<file path="config.mk">
export PLATFORM = sky130hd
export DESIGN_NAME = crbm_ctrl
export DESIGN_NICKNAME = d
export VERILOG_FILES = /design/src/hdl/crbm_pkg.sv /design/src/hdl/crbm_ctrl.sv
export SDC_FILE = /design/constraint.sdc
export NUM_CORES = 1
export LEC_CHECK = 0
export BUFFER_PORTS_ARGS = -buffer_cell sky130_fd_sc_hd__buf_2
export CAP_MARGIN = 20
export CORE_AREA = 2 2 39 41
export DETAILED_ROUTE_END_ITERATION = 10
export DIE_AREA = 0 0 41 43
export PLACE_DENSITY = 0.5
export SYNTH_ARGS = -nofsm -noshare
export SYNTH_HDL_FRONTEND = slang
export SYNTH_SLANG_ARGS = --single-unit
</file>
<file path="constraint.sdc">
create_clock -name i_clk -period 1.4 [get_ports i_clk]
set_clock_uncertainty 0.05 [all_clocks]
set_input_delay 0.07 -clock i_clk [delete_from_list [all_inputs] [get_ports i_clk]]
set_output_delay 0.07 -clock i_clk [all_outputs]
set_load 0.01 [all_outputs]
</file>
<file path="src/hdl/crbm_pkg.sv">
// types, constants and helper functions of the calibration row table
package crbm_pkg;

    // field widths
    localparam int ANT_W  = 24;
    localparam int FREQ_W = 27;
    localparam int TIME_W = 33;
    localparam int BAND_W = 4;

    // band table
    localparam int BAND_COUNT = 12;
    localparam int NAME_CHARS = 3;
    localparam int EDGE_COUNT = 13;
    localparam logic [FREQ_W-1:0] BAND_EDGE_KHZ [EDGE_COUNT] = '{
        27'd0,        27'd450000,   27'd900000,   27'd1550000,  27'd2000000,
        27'd4000000,  27'd6000000,  27'd10000000, 27'd18000000, 27'd26000000,
        27'd40000000, 27'd70000000, 27'd100000000
    };

    // input item layout in tdata, lowest bit first
    localparam int IN_DATA_W = 152;
    localparam int ANT_LSB   = 0;
    localparam int SX_BIT    = 24;
    localparam int FREQ_LSB  = 25;
    localparam int QT_LSB    = 52;
    localparam int VF_LSB    = 85;
    localparam int VU_LSB    = 118;

    typedef enum logic [1:0] {
        MODE_LOAD  = 2'd0,
        MODE_INVAL = 2'd1,
        MODE_QUERY = 2'd2,
        MODE_CLEAR = 2'd3
    } t_mode;

    typedef enum logic [1:0] {
        ST_OK       = 2'd0,
        ST_NO_BAND  = 2'd1,
        ST_NO_MATCH = 2'd2,
        ST_FULL     = 2'd3
    } t_status;

    typedef enum logic [2:0] {
        S_IDLE,
        S_DISPATCH,
        S_SCAN,
        S_FINISH
    } t_state;

    typedef enum logic [2:0] {
        OP_NONE,
        OP_LATCH,
        OP_LOAD,
        OP_CLEAR,
        OP_NO_BAND,
        OP_SCAN,
        OP_SCAN_END,
        OP_EMIT
    } t_dp_op;

    typedef struct packed {
        t_dp_op op;
    } t_dp_cmd;

    typedef struct packed {
        t_mode mode;
        logic  band_ok;
        logic  scan_done;
        logic  out_free;
    } t_dp_status;

    // one stored row, antenna in the lowest bits
    typedef struct packed {
        logic [TIME_W-1:0] row_end;
        logic [TIME_W-1:0] row_start;
        logic [FREQ_W-1:0] freq;
        logic [BAND_W-1:0] band;
        logic [ANT_W-1:0]  ant;
    } t_row;

    typedef struct packed {
        logic valid;
        logic sx;
    } t_flags;

    typedef struct packed {
        logic              ok;
        logic [BAND_W-1:0] band;
    } t_band_class;

    // band lookup: band i covers edge[i] < f < edge[i+1]
    function automatic t_band_class classify_band(input logic [FREQ_W-1:0] f);
        t_band_class res;
        res = '0;
        for (int i = 0; i < EDGE_COUNT - 1; i++) begin
            if (i < BAND_COUNT && f > BAND_EDGE_KHZ[i] && f < BAND_EDGE_KHZ[i+1]) begin
                res.ok   = 1'b1;
                res.band = BAND_W'(i);
            end
        end
        return res;
    endfunction

    // fold lower case letters to upper case in the low name bytes
    function automatic logic [ANT_W-1:0] fold_code(input logic [ANT_W-1:0] code);
        logic [ANT_W-1:0] res;
        logic [7:0]       c;
        res = code;
        for (int k = 0; k < ANT_W / 8; k++) begin
            c = code[8*k +: 8];
            if (k < NAME_CHARS && c >= 8'h61 && c <= 8'h7a) begin
                res[8*k +: 8] = c - 8'h20;
            end
        end
        return res;
    endfunction

endpackage

</file>
<file path="src/hdl/crbm_ctrl.sv">
// controller: sequences load, clear, scan and result hand-off for one item
module crbm_ctrl (
    input  logic                i_clk,
    input  logic                i_rst_n,
    input  logic                i_in_valid,
    output logic                o_in_ready,
    input  crbm_pkg::t_dp_status i_dp_status,
    output crbm_pkg::t_dp_cmd   o_dp_cmd
);
    import crbm_pkg::*;

    t_state r_state;
    t_state n_state;

    // state register
    always_ff @(posedge i_clk) begin
        if (!i_rst_n) begin
            r_state <= S_IDLE;
        end else begin
            r_state <= n_state;
        end
    end

    // next state and datapath commands
    always_comb begin
        n_state     = r_state;
        o_dp_cmd.op = OP_NONE;
        o_in_ready  = 1'b0;
        case (r_state)
            S_IDLE: begin
                o_in_ready = 1'b1;
                if (i_in_valid) begin
                    o_dp_cmd.op = OP_LATCH;
                    n_state     = S_DISPATCH;
                end
            end
            S_DISPATCH: begin
                case (i_dp_status.mode)
                    MODE_LOAD: begin
                        o_dp_cmd.op = OP_LOAD;
                        n_state     = S_FINISH;
                    end
                    MODE_INVAL: begin
                        n_state = S_SCAN;
                    end
                    MODE_QUERY: begin
                        if (i_dp_status.band_ok) begin
                            n_state = S_SCAN;
                        end else begin
                            o_dp_cmd.op = OP_NO_BAND;
                            n_state     = S_FINISH;
                        end
                    end
                    default: begin
                        o_dp_cmd.op = OP_CLEAR;
                        n_state     = S_FINISH;
                    end
                endcase
            end
            S_SCAN: begin
                if (i_dp_status.scan_done) begin
                    o_dp_cmd.op = OP_SCAN_END;
                    n_state     = S_FINISH;
                end else begin
                    o_dp_cmd.op = OP_SCAN;
                end
            end
            S_FINISH: begin
                if (i_dp_status.out_free) begin
                    o_dp_cmd.op = OP_EMIT;
                    n_state     = S_IDLE;
                end
            end
            default: begin
                n_state = S_IDLE;
            end
        endcase
    end

endmodule

</file>
* Word-level counts from Yosys, hierarchy flattened *
Index checks and enable logic that the tools add are counted.

storage, ports and cells
  word-level logic and storage cells = 25
  flip-flop bits (word level) = 3
  output and inout port bits = 4

cells by class
  equal/unequal tests = 8
  reduce and logical (&&, ||, !) cells = 3
  multiplexer cells = 13

operators with widths
  kind                  number
  $pmux W3 S4           2
  $mux W3               5
  $pmux W3 S3           1
  $eq A3 B2 Y1 const B  2
  $ne A2 B2 Y1 const B  3
  $eq A3 B1 Y1 const B  1
  $logic_not A3 Y1      1
  $mux W1               3
  $reduce_and A3 Y1     1
  $eq A2 B1 Y1 const B  1
  $eq A2 B2 Y1 const B  1
  $logic_not A2 Y1      1
  $mux W2               1
  $pmux W1 S2           1

* Longest topological paths before layout *
  depth in word-level cells = 3
  mapped depth = 5

* Worst setup path before layout *
OpenSTA, ideal clock, no wires.

  path kind = register to register
  start point = reg r_state[0]
  end point = reg r_state[1]
  required time = 1280 ps
  period minus slack after synthesis = 1524 ps
  cell stages (with the launch flop) = 6
  arrival time = 1404 ps
  slack = -124 ps
  path buffers = 0
  path through = dfxtp_1 inv_1 ha_1 nor2b_4 or4b_1 a21oi_1

between the ends
  word-level cells in the longest chain between the ends = 3

RTL lines
  item                                                     RTL line         source
  start: declaration                                       crbm_ctrl.sv:12  t_state r_state;
  start signal: assignment                                 crbm_ctrl.sv:20  r_state <= n_state;
  $eq A3 B2 Y1 / $logic_not A3 Y1 (equally long branches)  crbm_ctrl.sv:29  case (r_state)
  $ne A2 B2 Y1 (no line)                                   -
  $reduce_and A3 Y1 (no line)                              -

Several ways; a longest one is shown, not always the timed one.
A chain may end at the register's enable or synchronous reset.

* Worst setup path in the final report *
Ends and elaborated chain as after synthesis.

==> impl_metrics.yaml <==
die:
  coreArea_sq_um: 1380
  die_area_sq_um: 1760
  fp.dieW_microns: 41
  pin_count: 12
  initial_core_util: 0.212
  fp.dieH_microns: 43
  rows: 14
sta:
  tightest_slew_ns: 0.325
  rsz0062_at_grt: "yes"
  hold_violations: 0
  slew_viol_final: 0
  fmax_mhz: 680
  post-route-period-util: 1.05
  totalNegativeSetupSlack_ns: -0.115
  setup_viol: 4
  period_minus_slack_ns: 1.47
  setup_ws_ns: -0.0714
  slew_headroom: 0.782
finish:
  final_nets: 70
  diodes: 0
  drive_gt1_frac: 0.623
  fin_area_sq_um: 512
  nFillCells: 149
  stdcell_count: 69
  syn2layout_area_growth_pct: 74.8
  regMostFlops: "r_state"
  largest_reg_flops: 2
  reg_top3: "r_state x2"
setup_path:
  critPathLaunchType: "flip-flop"
  reg2regPathDepth: 5
  crit-reg2reg-capture: "r_state[1]"
  reg2reg_slack_ns: -0.07
  setup.worst_path.end: "r_state[1]"
  end_kind: "flip-flop"
  r2r_start: "r_state[0]"
  crit_fanout: 5
  cp.arrival_ns: 1.56
  crit_required_ns: 1.49
  path_class: "reg2reg"
  setup.worst_path.start: "r_state[0]"
logic_synthesis:
  syn_area_sq_um: 293
  ys_seq_area_frac: 0.137
  syn_area_per_cell_sq_um: 8.87
  ys_ff_latch: 2
  synth.distinct_cells: 18
  yosysWarnings: 0
  synthCells: 33
  yosysTopAreaCell: "ha_1"
  synth_area_leaders: "ha_1 (30%), dfxtp_1 (14%), nor2b_4 (9.4%), inv_1 (6.4%), nand2_1 (3.8%)"
  postSynthNetCount: 48
  synth_top_area_frac: 0.299
routing:
  firstDrtPassIters: 2
  vias_per_cell: 4.43
  vias: 306
  ant_nets: 0
  drt_wl_total_microns: 781
  avgRoutedWirePerCell_microns: 11.3
  drt_iter0_drc: 4
  drc_errors: 0
global_routing:
  grt_max_degree: 6
  grt_pass1_wl_mm: 1.30
  grt_pass1_vias: 333
  antenna_found_initial: 0
  grt_util_all_layers: 0.114
  globalRoute.totalOverflow: 0
clocking:
  htreeDepth: 1
  cts_tree: "done"
  cts-root-buf: "clkbuf_4"
  cts.sinks: 2
  cts-buffers-inserted: 3
  ctsHoldBuffers: 0
  clock_latency_ns: 0.22
  clockBufferDepth: 2
  path_clk_slew_ns: 0.03
pwr:
  ir_worst_vdd_uv: 501
  p_leak_nw: 0.250
  power.density_nw_per_um2: 1680
  total_power_mw: 0.861
status:
  outcome: "finished, violations left"
  violations: "negative setup slack"
placement:
  io_buffers: 11
  place.gp.congestion: 0.697
  place_inst: 64
  dp_slack_ns: -0.0951
  placed_area_sq_um: 428
worst_hold_path:
  hold_class: "in2reg"
job:
  cap_violations: 0
worst min path at each step:
stage | startpoint | endpoint | slack (ns) | depth (start not counted)
floorplan | i_rst_n | r_state[1] | 0.14 | 2
global placement | i_rst_n | r_state[1] | 0.28 | 3
detailed placement | i_rst_n | r_state[1] | 0.28 | 3
CTS | i_rst_n | r_state[1] | 0.05 | 3
global route | i_rst_n | r_state[1] | 0.07 | 3
finish | i_rst_n | r_state[1] | 0.08 | 3
cell families (layout without fill, tap and decap cells):
kind of cell,count (synthesis),after routing,synth area share
AOI/OAI and AO/OA,7,7,0.171
adders and majority gates,7,7,0.299
buffers and inverters,5,25,0.0641
DFF,2,2,0.137
muxes,1,1,0.0342
and+or+nand+nor,11,11,0.295
routing by layer:
layer	vias to the layer above	routed length, microns	track usage
li1	160	-	-
met1	134	327	0.124
met2	10	391	0.169
met3	2	51	0.0314
met4	0	11	0.100
met5	-	0	0
cell usage in the layout, fill, tap and decap left out, drive strengths merged:
master / synthesis / final
o311ai: 1 / 1
o41ai: 1 / 1
and2b: 1 / 1
inv: 5 / 5
buf: 0 / 17
mux2i: 1 / 1
or2: 1 / 1
ha: 7 / 7
nand4bb: 1 / 1
a211oi: 1 / 1
nand2: 3 / 3
dfxtp: 2 / 2
or4b: 1 / 1
nor2b: 2 / 2
nand3: 1 / 1
clkbuf: 0 / 3
nand3b: 1 / 1
a21oi: 2 / 2
a22oi: 1 / 1
o31ai: 1 / 1
timing repair:
action,CTS,global route
endpoints found under the setup margin,5,5
gates resized for setup,9,1
pin swaps,4,1
buffers inserted,2,0
worst max-delay path: stages, from the launching register on:
cell     delay, ns
dfxtp_4       0.37
inv_4         0.05
ha_4          0.15
nor2b_4       0.13
or4b_1        0.50
a21oi_1       0.14
Yosys cell counts:
library cell / number
mux2i_1: 1
o311ai_0: 1
a22oi_1: 1
nand3_1: 1
nand2_1: 3
o41ai_1: 1
or4b_1: 1
ha_1: 7
or2_0: 1
nor2b_4: 2
a211oi_1: 1
dfxtp_1: 2
o31ai_1: 1
nand3b_1: 1
and2b_1: 1
a21oi_1: 2
nand4bb_1: 1
inv_1: 5
where the power goes:
part	switching [mW]	internal, mW
Sequential	0.0524	0.0988
Combinational	0.269	0.317
Clock	0.0295	0.0942
stage by stage:
stage	hold slack (ns)	util
after detailed placement	0.282	0.309
after CTS	0.0461	0.364
after global placement	0.280	0.309
after floorplan	0.145	-
final	0.0752	0.370
after global routing	0.0705	0.370
cell type report:
type / instances / area [sq um] / area share
Inverter: 5 / 21.3 / 0.0416
Timing Repair Buffer: 17 / 100 / 0.196
Sequential cell: 2 / 47.5 / 0.0929
Clock buffer: 3 / 22.5 / 0.0440
Multi-Input combinational cell: 26 / 300 / 0.587
Tap cell: 16 / 20.0 / 0.0391
(Power assumes the default switching activity.)
